### config.mk
export PLATFORM = sky130hd
export DESIGN_NAME = scan_avoid_robot_controller
export DESIGN_NICKNAME = d
export VERILOG_FILES = /design/src/rtl/sarc_pkg.sv /design/src/rtl/sarc_step.sv /design/src/rtl/scan_avoid_robot_controller.sv
export SDC_FILE = /design/constraint.sdc
export NUM_CORES = 1
export LEC_CHECK = 0
export BUFFER_PORTS_ARGS = -buffer_cell sky130_fd_sc_hd__buf_2
export CAP_MARGIN = 30
export CELL_PAD_IN_SITES_DETAIL_PLACEMENT = 0
export CELL_PAD_IN_SITES_GLOBAL_PLACEMENT = 1
export CORE_UTILIZATION = 50
export DETAILED_ROUTE_END_ITERATION = 8
export HOLD_SLACK_MARGIN = 0.1
export PLACE_DENSITY = 0.83
export SKIP_CTS_REPAIR_TIMING = 1
export SYNTH_ARGS = -nofsm -noshare
export SYNTH_HDL_FRONTEND = slang
export SYNTH_SLANG_ARGS = --single-unit
export TNS_END_PERCENT = 100
### constraint.sdc
create_clock -name clk_i -period 9.3 [get_ports clk_i]
set_input_delay 1.395 -clock clk_i [delete_from_list [all_inputs] [get_ports clk_i]]
set_output_delay 1.395 -clock clk_i [all_outputs]
set_load 0.02 [all_outputs]
### src/rtl/sarc_pkg.sv
// scan/avoid robot controller: shared types, codes and reset values
// used by the step logic, the top level and the port checker
`default_nettype none

package sarc_pkg;

  typedef enum logic [2:0] {
    MODE_IDLE    = 3'd0,
    MODE_SCAN    = 3'd1,
    MODE_DECIDE  = 3'd2,
    MODE_MOVE    = 3'd3,
    MODE_ALERT   = 3'd4,
    MODE_REVERSE = 3'd5
  } mode_e;

  typedef enum logic [2:0] {
    MOT_NONE  = 3'd0,
    MOT_STOP  = 3'd1,
    MOT_FWD   = 3'd2,
    MOT_BACK  = 3'd3,
    MOT_LEFT  = 3'd4,
    MOT_RIGHT = 3'd5
  } motor_e;

  typedef enum logic [1:0] {
    BZ_NONE   = 2'd0,
    BZ_STOP   = 2'd1,
    BZ_MELODY = 2'd2,
    BZ_ALERT  = 2'd3
  } buzz_e;

  typedef enum logic [2:0] {
    REG_SAFE_DIST   = 3'd0,
    REG_SCAN_PERIOD = 3'd1,
    REG_AVOID_TIME  = 3'd2,
    REG_SCAN_LOW    = 3'd3,
    REG_SCAN_HIGH   = 3'd4,
    REG_SCAN_STEP   = 3'd5
  } cfg_reg_e;

  localparam int unsigned CfgIdxW  = 3;
  localparam int unsigned CfgDataW = 14;

  localparam logic [9:0] FarCm     = 10'd999;
  localparam logic [7:0] CenterDeg = 8'd90;

  localparam logic [9:0]  SafeDistRst   = 10'd20;
  localparam logic [9:0]  ScanPeriodRst = 10'd40;
  localparam logic [13:0] AvoidTimeRst  = 14'd120;
  localparam logic [7:0]  ScanLowRst    = 8'd30;
  localparam logic [7:0]  ScanHighRst   = 8'd150;
  localparam logic [6:0]  ScanStepRst   = 7'd10;

  typedef struct packed {
    logic [9:0]  safe_dist;
    logic [9:0]  scan_period;
    logic [13:0] avoid_time;
    logic [7:0]  scan_low;
    logic [7:0]  scan_high;
    logic [6:0]  scan_step;
  } cfg_t;

  typedef struct packed {
    mode_e       mode;
    mode_e       prior;
    logic        auto_on;
    logic        manual_on;
    logic [7:0]  sweep_angle;
    logic        sweep_down;
    logic [31:0] last_step;
    logic [9:0]  min_cm;
    logic [7:0]  min_deg;
    logic        turning;
    logic [31:0] turn_start;
  } state_t;

  typedef struct packed {
    mode_e      mode;
    motor_e     motor;
    logic       servo_write;
    logic [7:0] servo_angle;
    buzz_e      buzz;
    logic       auto_on;
    logic       manual_on;
    logic [9:0] nearest_cm;
    logic [7:0] nearest_deg;
  } result_t;

endpackage

`default_nettype wire

### src/rtl/sarc_step.sv
// scan/avoid robot controller: next-state and result logic for one word
// depends on sarc_pkg
`default_nettype none

module sarc_step
  import sarc_pkg::*;
(
  input  cfg_t        cfg_i,
  input  state_t      state_i,
  input  logic        cmd_i,
  input  logic [7:0]  rx_byte_i,
  input  logic [31:0] now_ms_i,
  input  logic [9:0]  distance_cm_i,
  output state_t      state_o,
  output result_t     result_o
);

  localparam logic [7:0] ChTLo = 8'h74;
  localparam logic [7:0] ChTUp = 8'h54;
  localparam logic [7:0] ChXLo = 8'h78;
  localparam logic [7:0] ChXUp = 8'h58;
  localparam logic [7:0] ChWLo = 8'h77;
  localparam logic [7:0] ChWUp = 8'h57;
  localparam logic [7:0] ChSLo = 8'h73;
  localparam logic [7:0] ChSUp = 8'h53;
  localparam logic [7:0] ChALo = 8'h61;
  localparam logic [7:0] ChAUp = 8'h41;
  localparam logic [7:0] ChDLo = 8'h64;
  localparam logic [7:0] ChDUp = 8'h44;
  localparam logic [7:0] ChRLo = 8'h72;
  localparam logic [7:0] ChRUp = 8'h52;

  logic [31:0]       step_elapsed;
  logic [31:0]       turn_elapsed;
  logic              step_due;
  logic              turn_done;
  logic              new_min;
  logic signed [9:0] sweep_next;
  logic signed [9:0] high_s;
  logic signed [9:0] low_s;
  motor_e            motor;
  logic              swr;
  logic [7:0]        sang;
  buzz_e             buzz;
  state_t            nxt;

  assign step_elapsed = now_ms_i - state_i.last_step;
  assign turn_elapsed = now_ms_i - state_i.turn_start;
  assign step_due     = step_elapsed >= {22'd0, cfg_i.scan_period};
  assign turn_done    = turn_elapsed > {18'd0, cfg_i.avoid_time};
  assign new_min      = (distance_cm_i != 10'd0) && (distance_cm_i < state_i.min_cm);
  assign high_s       = $signed({2'b00, cfg_i.scan_high});
  assign low_s        = $signed({2'b00, cfg_i.scan_low});
  // no wrap: the step may run past either end before clamping
  assign sweep_next   = state_i.sweep_down
                      ? $signed({2'b00, state_i.sweep_angle}) - $signed({3'b000, cfg_i.scan_step})
                      : $signed({2'b00, state_i.sweep_angle}) + $signed({3'b000, cfg_i.scan_step});

  always_comb begin
    nxt   = state_i;
    motor = MOT_NONE;
    swr   = 1'b0;
    sang  = 8'd0;
    buzz  = BZ_NONE;
    if (cmd_i) begin
      case (rx_byte_i) inside
        ChTLo, ChTUp: begin
          nxt.auto_on   = 1'b1;
          nxt.manual_on = 1'b0;
          buzz          = BZ_STOP;
          nxt.mode      = MODE_SCAN;
        end
        ChXLo, ChXUp: begin
          nxt.auto_on   = 1'b0;
          nxt.manual_on = 1'b0;
          motor         = MOT_STOP;
          buzz          = BZ_STOP;
          nxt.mode      = MODE_IDLE;
        end
        ChWLo, ChWUp: begin
          nxt.manual_on = 1'b1;
          nxt.auto_on   = 1'b0;
          buzz          = BZ_STOP;
          motor         = MOT_FWD;
          nxt.mode      = MODE_MOVE;
        end
        ChSLo, ChSUp: begin
          nxt.manual_on = 1'b1;
          nxt.auto_on   = 1'b0;
          motor         = MOT_BACK;
          nxt.mode      = MODE_REVERSE;
        end
        ChALo, ChAUp: begin
          nxt.manual_on = 1'b1;
          nxt.auto_on   = 1'b0;
          buzz          = BZ_STOP;
          motor         = MOT_LEFT;
        end
        ChDLo, ChDUp: begin
          nxt.manual_on = 1'b1;
          nxt.auto_on   = 1'b0;
          buzz          = BZ_STOP;
          motor         = MOT_RIGHT;
        end
        ChRLo, ChRUp: begin
          swr  = 1'b1;
          sang = CenterDeg;
        end
        default: begin
        end
      endcase
    end else begin
      // mode change since the previous tick
      if (state_i.mode != state_i.prior) begin
        if (state_i.mode == MODE_REVERSE) begin
          buzz = BZ_MELODY;
        end else if (state_i.mode == MODE_ALERT) begin
          buzz = BZ_ALERT;
        end
        nxt.prior = state_i.mode;
      end
      if (state_i.auto_on) begin
        case (state_i.mode)
          MODE_SCAN: begin
            if (step_due) begin
              nxt.last_step = now_ms_i;
              swr           = 1'b1;
              sang          = state_i.sweep_angle;
              if (new_min) begin
                nxt.min_cm  = distance_cm_i;
                nxt.min_deg = state_i.sweep_angle;
              end
              if (sweep_next >= high_s) begin
                nxt.sweep_angle = cfg_i.scan_high;
                nxt.sweep_down  = 1'b1;
                nxt.mode        = MODE_DECIDE;
              end else if (sweep_next <= low_s) begin
                nxt.sweep_angle = cfg_i.scan_low;
                nxt.sweep_down  = 1'b0;
                nxt.mode        = MODE_DECIDE;
              end else begin
                nxt.sweep_angle = sweep_next[7:0];
              end
            end
          end
          MODE_DECIDE: begin
            nxt.mode = (state_i.min_cm > cfg_i.safe_dist) ? MODE_MOVE : MODE_ALERT;
          end
          MODE_MOVE: begin
            motor    = MOT_FWD;
            nxt.mode = MODE_SCAN;
          end
          MODE_REVERSE: begin
            motor = MOT_BACK;
          end
          MODE_ALERT: begin
            if (!state_i.turning) begin
              motor          = (state_i.min_deg < CenterDeg) ? MOT_RIGHT : MOT_LEFT;
              nxt.turn_start = now_ms_i;
              nxt.turning    = 1'b1;
            end else if (turn_done) begin
              motor       = MOT_STOP;
              nxt.turning = 1'b0;
              nxt.min_cm  = FarCm;
              nxt.mode    = MODE_SCAN;
            end
          end
          default: begin
          end
        endcase
      end
    end
  end

  assign state_o = nxt;

  always_comb begin
    result_o.mode        = nxt.mode;
    result_o.motor       = motor;
    result_o.servo_write = swr;
    result_o.servo_angle = sang;
    result_o.buzz        = buzz;
    result_o.auto_on     = nxt.auto_on;
    result_o.manual_on   = nxt.manual_on;
    result_o.nearest_cm  = nxt.min_cm;
    result_o.nearest_deg = nxt.min_deg;
  end

endmodule

`default_nettype wire

### src/rtl/scan_avoid_robot_controller.sv
// Obstacle-avoidance robot controller, one result word per input word.
// Each accepted input word (a loop tick or a received command byte) is
// evaluated in the cycle it is accepted: the controller state registers are
// updated at that edge and the result word is written into a two-entry output
// buffer, so a word can be accepted in every cycle while the buffer has room;
// results leave the buffer in order. in_ready_o drops only when both output
// entries hold words that the consumer has not yet taken; the buffer
// depth sets that limit. The configuration port is always ready and should
// only be written while no word is in flight. Indexes 6 and 7 are ignored.
// depends on sarc_pkg and sarc_step
`default_nettype none

module scan_avoid_robot_controller
  import sarc_pkg::*;
(
  input  logic                clk_i,
  input  logic                rst_ni,
  // configuration writes
  input  logic                cfg_valid_i,
  output logic                cfg_ready_o,
  input  logic [CfgIdxW-1:0]  cfg_index_i,
  input  logic [CfgDataW-1:0] cfg_wdata_i,
  // input words
  input  logic                in_valid_i,
  output logic                in_ready_o,
  input  logic                cmd_i,
  input  logic [7:0]          rx_byte_i,
  input  logic [31:0]         now_ms_i,
  input  logic [9:0]          distance_cm_i,
  // result words
  output logic                out_valid_o,
  input  logic                out_ready_i,
  output logic [2:0]          robot_mode_o,
  output logic [2:0]          motor_action_o,
  output logic                servo_write_o,
  output logic [7:0]          servo_angle_o,
  output logic [1:0]          buzzer_action_o,
  output logic                auto_enabled_o,
  output logic                manual_enabled_o,
  output logic [9:0]          nearest_cm_o,
  output logic [7:0]          nearest_deg_o
);

  cfg_t    cfg_q;
  state_t  state_q;
  state_t  state_d;
  result_t result_d;
  result_t res_q [2];
  logic    wr_ptr_q;
  logic    rd_ptr_q;
  logic [1:0] count_q;
  logic    in_fire;
  logic    out_fire;
  result_t head;

  // config register file
  assign cfg_ready_o = 1'b1;

  always_ff @(posedge clk_i or negedge rst_ni) begin
    if (!rst_ni) begin
      cfg_q.safe_dist   <= SafeDistRst;
      cfg_q.scan_period <= ScanPeriodRst;
      cfg_q.avoid_time  <= AvoidTimeRst;
      cfg_q.scan_low    <= ScanLowRst;
      cfg_q.scan_high   <= ScanHighRst;
      cfg_q.scan_step   <= ScanStepRst;
    end else if (cfg_valid_i) begin
      case (cfg_index_i)
        REG_SAFE_DIST:   cfg_q.safe_dist   <= cfg_wdata_i[9:0];
        REG_SCAN_PERIOD: cfg_q.scan_period <= cfg_wdata_i[9:0];
        REG_AVOID_TIME:  cfg_q.avoid_time  <= cfg_wdata_i[13:0];
        REG_SCAN_LOW:    cfg_q.scan_low    <= cfg_wdata_i[7:0];
        REG_SCAN_HIGH:   cfg_q.scan_high   <= cfg_wdata_i[7:0];
        REG_SCAN_STEP:   cfg_q.scan_step   <= cfg_wdata_i[6:0];
        default: begin
        end
      endcase
    end
  end

  // per-word decision logic
  sarc_step u_step (
    .cfg_i         (cfg_q),
    .state_i       (state_q),
    .cmd_i         (cmd_i),
    .rx_byte_i     (rx_byte_i),
    .now_ms_i      (now_ms_i),
    .distance_cm_i (distance_cm_i),
    .state_o       (state_d),
    .result_o      (result_d)
  );

  // controller state advances only on an accepted word
  always_ff @(posedge clk_i or negedge rst_ni) begin
    if (!rst_ni) begin
      state_q.mode        <= MODE_IDLE;
      state_q.prior       <= MODE_IDLE;
      state_q.auto_on     <= 1'b0;
      state_q.manual_on   <= 1'b0;
      state_q.sweep_angle <= ScanLowRst;
      state_q.sweep_down  <= 1'b0;
      state_q.last_step   <= 32'd0;
      state_q.min_cm      <= FarCm;
      state_q.min_deg     <= CenterDeg;
      state_q.turning     <= 1'b0;
      state_q.turn_start  <= 32'd0;
    end else if (in_fire) begin
      state_q <= state_d;
    end
  end

  // two-entry output buffer keeps the input side moving while a result waits
  assign in_ready_o  = (count_q != 2'd2);
  assign in_fire     = in_valid_i && in_ready_o;
  assign out_valid_o = (count_q != 2'd0);
  assign out_fire    = out_valid_o && out_ready_i;

  always_ff @(posedge clk_i) begin
    if (in_fire) begin
      res_q[wr_ptr_q] <= result_d;
    end
  end

  always_ff @(posedge clk_i or negedge rst_ni) begin
    if (!rst_ni) begin
      wr_ptr_q <= 1'b0;
      rd_ptr_q <= 1'b0;
      count_q  <= 2'd0;
    end else begin
      if (in_fire) begin
        wr_ptr_q <= ~wr_ptr_q;
      end
      if (out_fire) begin
        rd_ptr_q <= ~rd_ptr_q;
      end
      case ({in_fire, out_fire})
        2'b10:   count_q <= count_q + 2'd1;
        2'b01:   count_q <= count_q - 2'd1;
        default: count_q <= count_q;
      endcase
    end
  end

  assign head = res_q[rd_ptr_q];

  assign robot_mode_o     = head.mode;
  assign motor_action_o   = head.motor;
  assign servo_write_o    = head.servo_write;
  assign servo_angle_o    = head.servo_angle;
  assign buzzer_action_o  = head.buzz;
  assign auto_enabled_o   = head.auto_on;
  assign manual_enabled_o = head.manual_on;
  assign nearest_cm_o     = head.nearest_cm;
  assign nearest_deg_o    = head.nearest_deg;

endmodule

`default_nettype wire

Word-level counts from Yosys, hierarchy flattened
Memories as Yosys holds them, arrays and structs flattened.
Index checks and enable logic that the tools add are counted.
{ "word_totals": {"regBits": 161, "ram_bits": 74, "inputBits": 73, "output_inout_bits": 40, "elab_cells": 175, "memories": 1} }
{ "classes": {"n_addsub": 6, "n_lt_le_gt_ge": 7, "n_eq_ne": 28, "mux": 83, "bitwise_logic": 4, "n_reduce_logical": 26} }
{ "memory_table": {"columns": ["name", "depth", "word_bits", "rd", "rd_clocked_by_memory_dff", "wr", "line_no", "rtl"], "rows": [
  ["res_q", 2, 37, 1, 0, 1, "scan_avoid_robot_controller.sv:48", "result_t res_q [2];"]
]} }
{ "ops": {"columns": ["operator", "count"], "rows": [
  ["8-bit by 7-bit == test with 1-bit output (second input constant)", 14],
  ["51-bit two-way mux", 2],
  ["8-bit two-way mux", 12],
  ["32-bit subtractor", 2],
  ["3-bit two-way mux", 21],
  ["18-bit two-way mux", 2],
  ["33-bit two-way mux", 1],
  ["32-bit by 10-bit greater-or-equal comparator with 1-bit output", 1],
  ["32-bit by 14-bit > comparator with 1-bit output", 1],
  ["2-bit two-way mux", 16],
  ["32-bit two-way mux", 1],
  ["10-bit two-way mux", 3],
  ["10-bit case mux with 2 select lines", 1],
  ["1-bit two-way mux", 19],
  ["2-bit OR reduction", 7],
  ["3-bit by 2-bit == test with 1-bit output (second input constant)", 4],
  ["3-bit == test (second input constant)", 4],
  ["3-bit case mux with 4 select lines", 1],
  ["2-bit AND reduction", 6],
  ["10-bit by 9-bit greater-or-equal comparator with 1-bit output", 1],
  ["10-bit > comparator", 1],
  ["10-bit by 9-bit <= comparator with 1-bit output", 1],
  ["10-bit < comparator", 1],
  ["5-bit AND reduction", 2],
  ["other kinds (22)", 30]
]} }

Depth between registers and ports, before layout
{ "logic_depth": {"word_depth": 10, "ltp_mapped": 23, "ltp_nobuf": 21} }

By module
A second synthesis with hierarchy kept.
{ "hier_totals": {"cells_unflattened": 1756, "hier_area_um2": 17396.7} }
{ "modules_own_cells": {"columns": ["mod", "n_inst", "cells_each", "area_per_inst_um2", "seq_area_each_um2"], "rows": [
  ["scan_avoid_robot_controller", 1, 471, 9117.5, 6293.5],
  ["sarc_step", 1, 1285, 8279.2, 0.0]
]} }

Worst setup path before layout
No wires, ideal clock.
{ "synth_timing": {"path_type": "input-to-reg", "startpoint": "input port now_ms_i[2]", "endpoint": "memory res_q[0][31] (netlist bit) (data pin)", "setup_time_ns": 0.269, "arrival_ns": 5.633, "t_required_ns": 9.031, "path_slack_ns": 3.399, "cell_stages": 20, "path_buffers": 0, "cell_sequence": "ha_1 o211ai_1 a21oi_2 o21bai_1 a21oi_1 nor3_1 o21bai_1 a21oi_1 xnor2_1 ha_1 a21oi_1 nand2b_1 or4_1 a21oi_1 o2111ai_1 or4_1 or4_4 o41a_1 o311ai_1 nand2_1"} }
{ "synth_rtl": {"columns": ["element", "line_no", "rtl"], "rows": [
  ["from (decl)", "scan_avoid_robot_controller.sv:28", "input logic [31:0] now_ms_i,"],
  ["to (decl)", "scan_avoid_robot_controller.sv:48", null]
]} }

==> results.sh <==
export IMPL_setup_tns_ns=0
export IMPL_synth_xor_area_share_pct=2.91
export IMPL_area_delta_synth_final_pct=11.9
export IMPL_overflow=0
export IMPL_numCtsBuffers=28
export IMPL_h_tree_depth=1
export IMPL_postSynthAreaPerCell_um2=9.61
export IMPL_irDropWorstVdd_mv=0.191
export IMPL_gp_routability_congestion=0.902
export IMPL_seq_area_um2=6290
export IMPL_worstPathRequired_ns=9.60
export IMPL_worst_pin_slew_ns=0.940
export IMPL_r2r_end="res_q[1][17]"
export IMPL_cp_endpoint="res_q[1][17]"
export IMPL_drive_gt1_share_pct=20.0
export IMPL_netlist_top_cells_count="inv_1 (157), nand2_1 (146), ha_1 (136), mux2_2 (132), dfrtp_1 (127)"
export IMPL_drt_vias_per_instance=5.80
export IMPL_ioPinCount=113
export IMPL_cts_buffer_depth=3
export IMPL_grt_pass1_wl_um=63400
export IMPL_drt_iter0_drc=767
export IMPL_reg2reg_from="state_q[57]"
export IMPL_synthAdderAreaFrac_pct=11.2
export IMPL_place_hpwl_um=29300
export IMPL_fp_dieH_um=181
export IMPL_finalCritPeriodShare_pct=71.6
export IMPL_fin_skew_ns=0.0175
export IMPL_antenna_left=0
export IMPL_crit_path_end_kind="register"
export IMPL_grt_max_degree=84
export IMPL_root_buffer="clkbuf_16"
export IMPL_syn_nets=1872
export IMPL_synth_flop_cell="dfrtp_1"
export IMPL_drc=0
export IMPL_synthMuxAreaShare_pct=10.4
export IMPL_routed_wl_um=38500
export IMPL_rr_worst_depth=22
export IMPL_synth_seq_area_share_pct=39.5
export IMPL_start_kind="primary input"
export IMPL_setup_viol=0
export IMPL_cts_tree="built"
export IMPL_timing_hold_ws_ns=0.478
export IMPL_hold_path_class="register to register"
export IMPL_period_needed_ns=6.66
export IMPL_grt_pass1_vias=12300
export IMPL_arrival_ns=6.97
export IMPL_grt_setup_unrepaired="no"
export IMPL_synth_cells=1659
export IMPL_power_density_nw_per_um2=297
export IMPL_ys_types=80
export IMPL_multi_input_area_um2=8840
export IMPL_fp_row_count=65
export IMPL_fillers=2795
export IMPL_crit_type="primary input to register"
export IMPL_synth_edf_count=74
export IMPL_worstSetupStartpoint="now_ms_i[6]"
export IMPL_yosysMostFrequentCell="inv_1"
export IMPL_async_flop_share_pct=68.5
export IMPL_initial_core_util_pct=50.6
export IMPL_slew_headroom_pct=36.8
export IMPL_antenna_found_initial=0
export IMPL_cp_max_fo=16
export IMPL_yosys_area_top_type="dfrtp_1"
export IMPL_leakage_nw=7.81
export IMPL_hold_viol=0
export IMPL_drtPass1Iterations=5
export IMPL_die_x_um=181
export IMPL_grt_usage_pct=23.8
export IMPL_synth_top_family_by_area="compound AO/OA/AOI/OAI gates"
export IMPL_yosys_area_share_simple_pct=13.1
export IMPL_syn_area_um2=15900
export IMPL_drv_slew=0
export IMPL_regToRegSetupSlack_ns=3.23
export IMPL_clk_latency_ns=0.57
export IMPL_coreArea_um2=31500
export IMPL_drv_cap=0
export IMPL_n_antenna_cell=0
export IMPL_dieArea_um2=32600
export IMPL_cts_sink_count=235
export IMPL_yosys_register_bits=235
export IMPL_synth_compound_area_share_pct=17.8
export IMPL_vias=12600
export IMPL_outcome="completed"
export IMPL_synth_top_area_share_pct=19.9
export IMPL_num_nets_final=1969
export IMPL_synth_warning_count=0
export IMPL_max_freq_ghz=0.150
export IMPL_path_clk_slew_ns=0.06
export IMPL_synthTopCellsByArea="dfrtp_1 (20%), edfxtp_1 (14%), ha_1 (11%)"
export IMPL_port_buffers=110
export IMPL_routedWlPerCell_um=17.7
==> routing by layer <==
layer	track usage, %	share of wire, %	vias to the layer above
met5	0	0	-
met4	6.70	2.9	0
met3	2.59	3.8	64
met2	41.0	48	278
met1	31.7	46	6069
li1	-	-	6222
==> where the power goes <==
part           switching [mW]  total [mW]  internal (mW)
registers               0.156        1.55           1.39
clock network           0.439        1.08          0.640
logic                    1.58        2.67           1.10
==> registers in the layout, summed over array words and instances, names as in the netlist <==
register / flops
count_q: 2
state_q: 100
cfg_q: 57
res_q: 74
rd_ptr_q: 1
wr_ptr_q: 1
==> worst max-delay path, cell delays in order <==
cell	delay [ns]
buf_2	0.12
ha_1	0.37
a21o_1	0.24
nor3_1	0.07
a21oi_1	0.75
a21o_1	0.22
a21oi_1	0.08
xnor2_1	0.30
ha_1	0.31
nand3_1	0.10
nor2_1	0.05
nor4_1	0.23
nand4_1	0.21
nor4_1	0.34
nand4_1	0.14
nor4_1	0.46
nand4_1	0.23
buf_4	0.24
nand2_1	0.41
buf_4	0.31
mux2i_1	0.27
nand2_1	0.10
==> how the worst min path moves through the flow <==
stage,cells past startpoint,from,to,slack [ns]
after CTS,2,state_q[33],state_q[33],0.48
after detailed placement,2,state_q[92],state_q[92],0.46
after floorplan,2,state_q[92],state_q[92],0.45
final,2,state_q[33],state_q[33],0.48
after global placement,2,state_q[33],state_q[33],0.46
after global routing,1,state_q[20],state_q[20],0.51
==> placed cells by master (no fill, tap or decap), drive strengths merged, types with 7 or more instances in the layout <==
cell	n
o21ai	113
xor2	16
buf	123
inv	157
mux2i	17
nand4	21
o21a	12
o22ai	8
nand3	40
o211ai	27
dfrtp	127
or2	7
nor4	10
and2	14
a21oi	110
mux2	132
nand2	147
a31oi	17
nor2b	16
xnor2	37
edfxtp	74
clkinv	11
o221a	7
ha	136
nand2b	18
or3	11
a211o	9
nor3	25
a211oi	22
o21bai	15
dfstp	34
nor2	88
a21o	41
clkbuf	37
and3	8
==> cell type report <==
cell class                      count  area share [%]
Multi-Input combinational cell   1210            49.6
Sequential cell                   235            35.3
Clock buffer                       37            4.34
Timing Repair Buffer              123            3.85
Inverter                          158            3.33
Tap cell                          402            2.82
Clock inverter                     14           0.821
==> cell families after synthesis <==
kind of cell	Yosys count
AO/OA/AOI/OAI	437
XOR/XNOR	53
adder cells (fa/ha/maj)	140
buffers and inverters	214
flip-flops	235
multiplexers	149
other	1
AND/OR/NAND/NOR	430
==> through the flow <==
stage          utilization, %  total power, mW  cells  setup WS [ns]  area [µm²]
2_1_floorplan               -             3.52   1659           3.40       15900
4_1_cts                  56.6             5.32   2178           2.75       17800
6_report                 56.7             5.30   2179           2.64       17800
3_3_place_gp             53.6             4.14   2126           2.22       16900
5_1_grt                  56.7             5.71   2179           2.43       17800
3_5_place_dp             53.7             4.22   2127           2.19       16900
No activity file was read; power rests on OpenSTA's default activity.
